File: src/rtl/core/x86ea_pkg.sv
`timescale 1ns / 1ps

package x86ea_pkg;

   typedef enum logic {
      OP_WRITE_REG = 1'b0,
      OP_DECODE    = 1'b1
   } op_type;

   // ModR/M mod field
   localparam logic [1:0] MOD_NO_DISP = 2'd0;
   localparam logic [1:0] MOD_DISP8   = 2'd1;
   localparam logic [1:0] MOD_DISP32  = 2'd2;
   localparam logic [1:0] MOD_REG     = 2'd3;

   // general register numbers
   localparam logic [2:0] REG_EBX = 3'd3;
   localparam logic [2:0] REG_ESP = 3'd4;
   localparam logic [2:0] REG_EBP = 3'd5;
   localparam logic [2:0] REG_ESI = 3'd6;
   localparam logic [2:0] REG_EDI = 3'd7;

   // rm / SIB codes with special meaning
   localparam logic [2:0] RM_SIB       = 3'd4;
   localparam logic [2:0] RM_DISP32    = 3'd5;
   localparam logic [2:0] RM16_DISP16  = 3'd6;
   localparam logic [2:0] SIB_NO_INDEX = 3'd4;
   localparam logic [2:0] SIB_NO_BASE  = 3'd5;

   // displacement lengths in bytes
   localparam logic [2:0] DISP_NONE  = 3'd0;
   localparam logic [2:0] DISP_BYTE  = 3'd1;
   localparam logic [2:0] DISP_WORD  = 3'd2;
   localparam logic [2:0] DISP_DWORD = 3'd4;

   localparam logic [2:0] SEG_SS = 3'd2;

   typedef struct packed {
      op_type      operation;
      logic [2:0]  reg_number;
      logic [31:0] reg_value;
      logic [7:0]  modrm_byte;
      logic [7:0]  sib_byte;
      logic [31:0] disp_raw;
      logic        addr_32;
      logic        seg_prefix;
      logic [2:0]  current_seg;
   } req_type;

   typedef struct packed {
      logic        is_reg_operand;
      logic [2:0]  rm_register;
      logic        uses_sib;
      logic [2:0]  disp_length;
      logic [31:0] eff_offset;
      logic [2:0]  eff_segment;
   } rsp_type;

   // classified item passed from front to back
   typedef struct packed {
      logic        is_write;
      logic [2:0]  reg_num;      // write target, or rm register for reg operand
      logic [31:0] value;        // write data, or extended displacement
      logic        is_reg_operand;
      logic        uses_sib;
      logic [2:0]  disp_length;
      logic        base_en;
      logic [2:0]  base_sel;
      logic        index_en;
      logic [2:0]  index_sel;
      logic [1:0]  scale;
      logic        wrap16;
      logic [2:0]  seg;
   } desc_type;

endpackage

File: src/rtl/core/x86_modrm_effective_address.sv
`timescale 1ns / 1ps

// x86 ModR/M / SIB effective address unit. Two item kinds enter on the req_
// queue port: a register write loads one of the eight 32-bit general registers
// and gives no result; a decode item gives exactly one result on the rsp_ queue
// port (register-or-memory, rm register, SIB use, displacement length, offset,
// segment), in the order the items were accepted. One item can transfer on
// every clock while req_full is low; a decode result passes through the
// classify queue, register read stage and address add into the result queue.
// A register write takes effect before any later decode item reads registers,
// so write-then-decode back to back needs no gap. Full and empty are driven
// straight from registers. Sixteen-bit offsets wrap at 16 bits; BP, EBP and
// ESP bases select SS unless a segment prefix is present.

module x86_modrm_effective_address (
   input  logic                clock,
   input  logic                reset,
   input  logic                req_push,
   output logic                req_full,
   input  x86ea_pkg::req_type  req_data,
   output logic                rsp_empty,
   input  logic                rsp_pop,
   output x86ea_pkg::rsp_type  rsp_data
);

   logic                desc_valid;
   logic                desc_pop;
   x86ea_pkg::desc_type desc_data;

   // front end: classify ModR/M/SIB into a base/index/displacement recipe
   x86ea_front u_front (
      .clock      (clock),
      .reset      (reset),
      .req_push   (req_push),
      .req_full   (req_full),
      .req_data   (req_data),
      .desc_pop   (desc_pop),
      .desc_valid (desc_valid),
      .desc_data  (desc_data)
   );

   // back end: register file, address add and result queue
   x86ea_back u_back (
      .clock      (clock),
      .reset      (reset),
      .desc_valid (desc_valid),
      .desc_pop   (desc_pop),
      .desc_data  (desc_data),
      .rsp_empty  (rsp_empty),
      .rsp_pop    (rsp_pop),
      .rsp_data   (rsp_data)
   );

endmodule

File: src/rtl/core/x86ea_front.sv
`timescale 1ns / 1ps

module x86ea_front (
   input  logic                 clock,
   input  logic                 reset,
   input  logic                 req_push,
   output logic                 req_full,
   input  x86ea_pkg::req_type   req_data,
   input  logic                 desc_pop,
   output logic                 desc_valid,
   output x86ea_pkg::desc_type  desc_data
);

   x86ea_pkg::desc_type cls;
   logic [1:0]          md;
   logic [2:0]          rm;
   logic [2:0]          sib_base;
   logic [2:0]          sib_index;
   logic [2:0]          len;
   logic                ss;

   // classify
   always_comb begin
      md        = req_data.modrm_byte[7:6];
      rm        = req_data.modrm_byte[2:0];
      sib_base  = req_data.sib_byte[2:0];
      sib_index = req_data.sib_byte[5:3];
      len       = x86ea_pkg::DISP_NONE;
      ss        = 1'b0;
      cls       = '0;
      cls.is_write = (req_data.operation == x86ea_pkg::OP_WRITE_REG);
      cls.reg_num  = req_data.reg_number;
      cls.value    = req_data.reg_value;
      if (!cls.is_write) begin
         cls.reg_num = '0;
         if (md == x86ea_pkg::MOD_REG) begin
            cls.is_reg_operand = 1'b1;
            cls.reg_num        = rm;
         end else if (!req_data.addr_32) begin
            cls.wrap16 = 1'b1;
            if (md == x86ea_pkg::MOD_DISP8) begin
               len = x86ea_pkg::DISP_BYTE;
            end else if (md == x86ea_pkg::MOD_DISP32 || rm == x86ea_pkg::RM16_DISP16) begin
               len = x86ea_pkg::DISP_WORD;
            end
            // bx/bp are the base, si/di the index; a lone si, di, bp or bx is the base
            case (rm)
               3'd0: begin
                  cls.base_en = 1'b1; cls.base_sel = x86ea_pkg::REG_EBX;
                  cls.index_en = 1'b1; cls.index_sel = x86ea_pkg::REG_ESI;
               end
               3'd1: begin
                  cls.base_en = 1'b1; cls.base_sel = x86ea_pkg::REG_EBX;
                  cls.index_en = 1'b1; cls.index_sel = x86ea_pkg::REG_EDI;
               end
               3'd2: begin
                  cls.base_en = 1'b1; cls.base_sel = x86ea_pkg::REG_EBP;
                  cls.index_en = 1'b1; cls.index_sel = x86ea_pkg::REG_ESI;
                  ss = 1'b1;
               end
               3'd3: begin
                  cls.base_en = 1'b1; cls.base_sel = x86ea_pkg::REG_EBP;
                  cls.index_en = 1'b1; cls.index_sel = x86ea_pkg::REG_EDI;
                  ss = 1'b1;
               end
               3'd4: begin
                  cls.base_en = 1'b1; cls.base_sel = x86ea_pkg::REG_ESI;
               end
               3'd5: begin
                  cls.base_en = 1'b1; cls.base_sel = x86ea_pkg::REG_EDI;
               end
               3'd6: begin
                  if (md != x86ea_pkg::MOD_NO_DISP) begin
                     cls.base_en = 1'b1; cls.base_sel = x86ea_pkg::REG_EBP;
                     ss = 1'b1;
                  end
               end
               default: begin
                  cls.base_en = 1'b1; cls.base_sel = x86ea_pkg::REG_EBX;
               end
            endcase
         end else begin
            if (md == x86ea_pkg::MOD_DISP8) begin
               len = x86ea_pkg::DISP_BYTE;
            end else if (md == x86ea_pkg::MOD_DISP32 || rm == x86ea_pkg::RM_DISP32) begin
               len = x86ea_pkg::DISP_DWORD;
            end
            if (rm == x86ea_pkg::RM_SIB) begin
               cls.uses_sib = 1'b1;
               cls.scale    = req_data.sib_byte[7:6];
               if (sib_index != x86ea_pkg::SIB_NO_INDEX) begin
                  cls.index_en  = 1'b1;
                  cls.index_sel = sib_index;
               end
               if (sib_base == x86ea_pkg::SIB_NO_BASE) begin
                  if (md == x86ea_pkg::MOD_NO_DISP) begin
                     len = x86ea_pkg::DISP_DWORD;
                  end else begin
                     cls.base_en  = 1'b1;
                     cls.base_sel = x86ea_pkg::REG_EBP;
                     ss           = 1'b1;
                  end
               end else begin
                  cls.base_en  = 1'b1;
                  cls.base_sel = sib_base;
                  ss           = (sib_base == x86ea_pkg::REG_ESP);
               end
            end else if (!(rm == x86ea_pkg::RM_DISP32 && md == x86ea_pkg::MOD_NO_DISP)) begin
               cls.base_en  = 1'b1;
               cls.base_sel = rm;
               ss           = (rm == x86ea_pkg::REG_EBP);
            end
         end
         cls.disp_length = len;
         case (len)
            x86ea_pkg::DISP_BYTE:  cls.value = {{24{req_data.disp_raw[7]}},
                                                req_data.disp_raw[7:0]};
            x86ea_pkg::DISP_WORD:  cls.value = {16'h0000, req_data.disp_raw[15:0]};
            x86ea_pkg::DISP_DWORD: cls.value = req_data.disp_raw;
            default:               cls.value = '0;
         endcase
         if (!cls.is_reg_operand) begin
            cls.seg = (ss && !req_data.seg_prefix) ? x86ea_pkg::SEG_SS
                                                    : req_data.current_seg;
         end
      end
   end

   // two-entry queue toward the back end
   x86ea_pkg::desc_type head_ff, head_in, tail_ff, tail_in;
   logic [1:0]          count_ff, count_in;
   logic                do_push, do_pop;

   assign req_full   = (count_ff == 2'd2);
   assign desc_valid = (count_ff != 2'd0);
   assign desc_data  = head_ff;
   assign do_push    = req_push && !req_full;
   assign do_pop     = desc_pop && desc_valid;

   always_comb begin
      head_in  = head_ff;
      tail_in  = tail_ff;
      count_in = count_ff + {1'b0, do_push} - {1'b0, do_pop};
      if (do_pop && count_ff == 2'd2) begin
         head_in = tail_ff;
      end
      if (do_push) begin
         if (count_ff == 2'd0 || (count_ff == 2'd1 && do_pop)) begin
            head_in = cls;
         end else begin
            tail_in = cls;
         end
      end
   end

   always_ff @(posedge clock) begin
      if (reset) begin
         count_ff <= '0;
      end else begin
         count_ff <= count_in;
      end
   end

   always_ff @(posedge clock) begin
      head_ff <= head_in;
      tail_ff <= tail_in;
   end

endmodule

File: src/rtl/core/x86ea_back.sv
`timescale 1ns / 1ps

module x86ea_back (
   input  logic                 clock,
   input  logic                 reset,
   input  logic                 desc_valid,
   output logic                 desc_pop,
   input  x86ea_pkg::desc_type  desc_data,
   output logic                 rsp_empty,
   input  logic                 rsp_pop,
   output x86ea_pkg::rsp_type   rsp_data
);

   // general registers; invalid entries read as zero until written
   logic [31:0]         gpr_ff [8];
   logic [7:0]          gpr_valid_ff, gpr_valid_in;

   // read stage
   logic                s1_valid_ff, s1_valid_in;
   x86ea_pkg::desc_type s1_desc_ff;
   logic [31:0]         s1_base_ff, s1_index_ff;
   logic                s1_base_ok_ff, s1_index_ok_ff;

   // result queue
   x86ea_pkg::rsp_type  out_head_ff, out_head_in, out_tail_ff, out_tail_in;
   logic [1:0]          out_count_ff, out_count_in;
   logic                out_push, out_pop, s1_free, gpr_write;

   x86ea_pkg::rsp_type  result;
   logic [31:0]         base_val, index_val, sum;

   assign out_pop   = rsp_pop && !rsp_empty;
   assign out_push  = s1_valid_ff && (out_count_ff != 2'd2);
   assign s1_free   = !s1_valid_ff || out_push;
   assign desc_pop  = desc_valid && s1_free;
   assign gpr_write = desc_pop && desc_data.is_write;

   always_comb begin
      gpr_valid_in = gpr_valid_ff;
      if (gpr_write) begin
         gpr_valid_in[desc_data.reg_num] = 1'b1;
      end
      s1_valid_in = s1_free ? (desc_pop && !desc_data.is_write) : s1_valid_ff;
   end

   always_ff @(posedge clock) begin
      if (reset) begin
         gpr_valid_ff <= '0;
         s1_valid_ff  <= 1'b0;
      end else begin
         gpr_valid_ff <= gpr_valid_in;
         s1_valid_ff  <= s1_valid_in;
      end
   end

   always_ff @(posedge clock) begin
      if (gpr_write) begin
         gpr_ff[desc_data.reg_num] <= desc_data.value;
      end
      if (desc_pop && !desc_data.is_write) begin
         s1_desc_ff     <= desc_data;
         s1_base_ff     <= gpr_ff[desc_data.base_sel];
         s1_index_ff    <= gpr_ff[desc_data.index_sel];
         s1_base_ok_ff  <= gpr_valid_ff[desc_data.base_sel] && desc_data.base_en;
         s1_index_ok_ff <= gpr_valid_ff[desc_data.index_sel] && desc_data.index_en;
      end
   end

   // address add
   always_comb begin
      base_val  = s1_base_ok_ff  ? s1_base_ff  : '0;
      index_val = s1_index_ok_ff ? s1_index_ff : '0;
      sum       = (index_val << s1_desc_ff.scale) + base_val + s1_desc_ff.value;
      result                = '0;
      result.is_reg_operand = s1_desc_ff.is_reg_operand;
      result.rm_register    = s1_desc_ff.is_reg_operand ? s1_desc_ff.reg_num : 3'd0;
      result.uses_sib       = s1_desc_ff.uses_sib;
      result.disp_length    = s1_desc_ff.disp_length;
      result.eff_offset     = s1_desc_ff.wrap16 ? {16'h0000, sum[15:0]} : sum;
      result.eff_segment    = s1_desc_ff.seg;
   end

   assign rsp_empty = (out_count_ff == 2'd0);
   assign rsp_data  = out_head_ff;

   always_comb begin
      out_head_in  = out_head_ff;
      out_tail_in  = out_tail_ff;
      out_count_in = out_count_ff + {1'b0, out_push} - {1'b0, out_pop};
      if (out_pop && out_count_ff == 2'd2) begin
         out_head_in = out_tail_ff;
      end
      if (out_push) begin
         if (out_count_ff == 2'd0 || (out_count_ff == 2'd1 && out_pop)) begin
            out_head_in = result;
         end else begin
            out_tail_in = result;
         end
      end
   end

   always_ff @(posedge clock) begin
      if (reset) begin
         out_count_ff <= '0;
      end else begin
         out_count_ff <= out_count_in;
      end
   end

   always_ff @(posedge clock) begin
      out_head_ff <= out_head_in;
      out_tail_ff <= out_tail_in;
   end

   a_no_overfill: assert property (@(posedge clock) disable iff (reset)
      out_count_ff == 2'd2 && !out_pop |=> out_count_ff == 2'd2)
      else $error("result queue lost an entry");

   a_stall_holds: assert property (@(posedge clock) disable iff (reset)
      s1_valid_ff && !out_push |=> s1_valid_ff && $stable(s1_desc_ff))
      else $error("read stage changed while stalled");

   a_write_no_result: assert property (@(posedge clock) disable iff (reset)
      gpr_write && !s1_valid_ff |=> !s1_valid_ff)
      else $error("register write produced a result");

   a_reg_operand_zero: assert property (@(posedge clock) disable iff (reset)
      out_push && s1_desc_ff.is_reg_operand |-> result.eff_offset == 32'd0)
      else $error("register operand with nonzero offset");

endmodule

File: config.mk
export PLATFORM = sky130hd
export DESIGN_NAME = x86_modrm_effective_address
export DESIGN_NICKNAME = d
export VERILOG_FILES = /design/src/rtl/core/x86ea_pkg.sv /design/src/rtl/core/x86_modrm_effective_address.sv /design/src/rtl/core/x86ea_front.sv /design/src/rtl/core/x86ea_back.sv
export SDC_FILE = /design/constraint.sdc
export NUM_CORES = 1
export LEC_CHECK = 0
export ABC_AREA = 1
export BUFFER_PORTS_ARGS = -buffer_cell sky130_fd_sc_hd__buf_2
export CORE_UTILIZATION = 50
export CTS_BUF_LIST = sky130_fd_sc_hd__clkbuf_4 sky130_fd_sc_hd__clkbuf_8
export CTS_CLUSTER_SIZE = 8
export DETAILED_ROUTE_END_ITERATION = 16
export PLACE_DENSITY_LB_ADDON = 0.08
export REMOVE_ABC_BUFFERS = 1
export SETUP_SLACK_MARGIN = 0.1
export SYNTH_ARGS = -nofsm -noshare
export SYNTH_HDL_FRONTEND = slang
export SYNTH_SLANG_ARGS = --single-unit
File: constraint.sdc
create_clock -name clock -period 7.1 [get_ports clock]
set_input_delay 0.355 -clock clock [delete_from_list [all_inputs] [get_ports clock]]
set_output_delay 0.355 -clock clock [all_outputs]
set_load 0.05 [all_outputs]
==> impl_metrics.ini <==
[synth]
ys_types = 45
synthArstFlopShare_pct = 0
ys.flop_type = edfxtp_1
ys_seq_area_share_pct = 56.6
synth-seq-cells = 577
synth_edf_count = 466
syn-cell-area_um2 = 28600
avgSynthCellArea_um2 = 9.06
syn_inst = 3159
yosysWarnings = 0

[detailed_routing]
route.detailed.drc = 0
wirelength_mm = 78.3
vias_per_cell = 5.49
drtPass1Iterations = 5
wl_per_cell_um = 18.8
vias = 22787
drt_iter0_markers = 1873
ant_nets = 0

[grt]
grt_pass1_wl_mm = 120
antenna_found_initial = 1
grt-ovfl-total = 0
grt_max_degree = 101
grt_pass1_vias = 21931
grt.total_usage_pct = 26.9

[setup_path]
cp_cell_sequence = buf_4 -> nor2_1 -> inv_1 -> o22ai_1 -> nand2_1 -> fa_1 -> inv_1 -> ha_1 -> fa_1 -> nand3_1 -> nand3_1 -> nand3_1 -> nand3b_1 -> nand2_1 -> nand3_1 -> nand2_1 -> nor2_1
crit_top_cell = nand3_1
path_class = reg2reg
cp_slowest_cell = nor2_1
required_ns = 7.52
critPathMaxStageDelay_ns = 0.52
end_kind = register
critPathBufInv = 3
arrival_ns = 4.62
cp_max_fo = 31
crit_family = simple AND/OR/NAND/NOR gates
critPathLaunchType = register

[pwr]
p_per_area_nw_per_um2 = 515
netSwitchingPower_mw = 7.61
irDropWorstVdd_mv = 0.254
swShare_pct = 45.4
p_seq_share_pct = 35.5
p_comb_share_pct = 46.1
p_int_mw = 9.16
power.leakage_nw = 13.7
p_clk_share_pct = 18.5

[timing]
finalSetupTns_ns = 0
setup_viol = 0
skew_ns = 0.0451
finalMaxSlewViolations = 0
rsz0062_at_grt = false
fin_crit_ns = 4.20
finalHoldViolCount = 0
worst_slew_pin_slew_ns = 1.11
max_freq_mhz = 238
max-slew-margin-rel_pct = 25.8
finalCritPeriodShare_pct = 59.1

[layout]
fin_util_pct = 57.6
multi_input_area_um2 = 10300
seqCellArea_um2 = 16200
layout.nets = 3473
fillers = 4971
final_common_cell = nand2_1
area_growth_pct = 13.7
drive_gt1_share_pct = 11.6
layout_common_cells = nand2_1, edfxtp_1, inv_1, o21ai_0, nor2_1
postLayoutCellArea_um2 = 32600

[run_status]
status = finished, final reports clean

[floorplan]
die_h_um = 241
dieWidth_um = 241
num_io_pins = 138
initial_utilization_pct = 50.7
rows = 87
fp.coreArea_um2 = 56500
design.die.area_um2 = 58200

[clock_tree]
root_buffer = clkbuf_8
ctsHtreeMaxLevel = 3
cts_buffers = 98
clock-sinks = 577
clk_pin_slew_ns = 0.06
cts_resized = 0
clkLatencyLatePin_ns = 0.71
clk_path_buf_depth = 3
cts_tree = yes

[placement]
io_buffers = 134
gp_congestion = 0.923
hpwl_mm = 48.9
place_area_um2 = 29900

[run]
max_cap_viol_count = 0

[worst_hold_path]
hold_class = in2reg
## worst min-delay path: stages
cell and delay, ns:
buf_2 0.07, nand2_1 0.04, nand2_1 0.05, nand2_1 0.04, nand2_1 0.08
## final cells by class
class                           count  share of cell area, %
Antenna cell                        3                 0.0231
Clock buffer                      160                   6.01
Clock inverter                     21                  0.354
Inverter                          410                   4.73
Multi-Input combinational cell   2002                   31.5
Sequential cell                   577                   49.8
Tap cell                          756                   2.91
Timing Repair Buffer              225                   4.61
## power by group through the flow
stage	Clock [mW]	Combinational [mW]	Sequential [mW]
final	3.10	7.72	5.94
after CTS	3.16	7.71	5.93
after global routing	3.30	8.69	6.04
after floorplan	0	4.80	6.29
after global placement	0	7.50	5.95
after detailed placement	0	7.65	5.99
## registers in the layout, summed over array words and instances (netlist names)
name                   count
u_front.count_ff           2
u_front.desc_data         55
u_front.tail_ff           55
u_back.s1_index_ff        32
u_back.s1_base_ff         32
u_back.gpr_ff            256
u_back.s1_desc_ff         38
u_back.s1_index_ok_ff      1
u_back.out_tail_ff        43
u_back.rsp_data           43
u_back.gpr_valid_ff        8
u_back.result              8
u_back.s1_base_ok_ff       1
u_back.s1_valid_ff         1
u_back.out_count_ff        2
## kinds of logic after synthesis
logic type / after synthesis / share of synthesized area (%)
AOI/OAI and AO/OA: 741 / 14.3
xor gates and xnor gates: 17 / 0.520
adders and majority gates: 66 / 3.72
buffers and inverters: 580 / 7.83
DFF: 577 / 56.6
muxes: 18 / 0.651
and+or+nand+nor: 1160 / 16.4
## cells in the mapped netlist, types with 2 or more instances
master	count	share of area, %
nor2_2	5	0.11
nand2_1	732	9.6
nand2_2	2	0.044
o21ai_0	341	6.0
a21oi_1	165	2.9
nor2_1	231	3.0
mux2i_1	13	0.45
a22oi_1	2	0.052
xor2_1	16	0.49
inv_1	392	5.1
fa_1	32	2.2
nand3_1	155	2.7
buf_2	36	0.63
a211oi_1	3	0.079
nand3_2	2	0.070
clkbuf_1	117	1.5
clkinv_1	5	0.066
buf_1	12	0.16
nand4_1	18	0.39
o211ai_1	65	1.7
nor3_1	5	0.087
edfxtp_1	466	49
o21bai_1	12	0.31
inv_2	13	0.17
o22ai_1	5	0.11
dfxtp_1	111	7.8
and2_1	4	0.087
buf_4	5	0.13
o21ai_1	30	0.52
a31oi_1	112	2.4
mux2_2	5	0.20
ha_1	34	1.5
## through the flow
step | std cells | power, mW | setup slack, ns | hold slack, ns
floorplan | 2989 | 11.1 | 1.02 | 0.403
global placement | 3911 | 13.5 | 2.94 | 0.410
detailed placement | 3911 | 13.6 | 2.85 | 0.416
CTS | 4151 | 16.8 | 2.84 | 0.00123
global route | 4151 | 18.0 | 2.60 | 0.0399
finish | 4154 | 16.8 | 2.90 | 0.0650
## final timing paths
| path | startpoint | end | slack [ns] | cells past startpoint |
|---|---|---|---|---|
| setup / recovery | u_back.s1_desc_ff[4]$_DFFE_PP_ | u_back.out_tail_ff[32]$_DFFE_PP_ | 2.90 | 17 |
| hold / removal | req_data[20] | u_front.tail_ff[34]$_DFFE_PP_ | 0.06 | 5 |
| setup reg to reg | u_back.s1_desc_ff[4]$_DFFE_PP_ | u_back.out_tail_ff[32]$_DFFE_PP_ | 2.90 | 17 |
| hold reg to reg | u_front.desc_data[0]$_DFF_P_ | u_back.result[0]$_DFFE_PP_ | 0.43 | 0 |
## what timing repair did
item	4_1_cts	5_1_grt
hold buffers	59	0
setup buffers	0	0
endpoints found under the hold margin	79	0
## metal layers
metal	up-vias	track usage, %	part of all wire (%)	wire (um)
li1	11003	-	-	-
met1	10703	36.5	44	34100
met2	932	43.7	46	36300
met3	149	4.33	7.9	6170
met4	0	9.93	2.3	1770
met5	-	0	0	0
(Power assumes the default switching activity.)
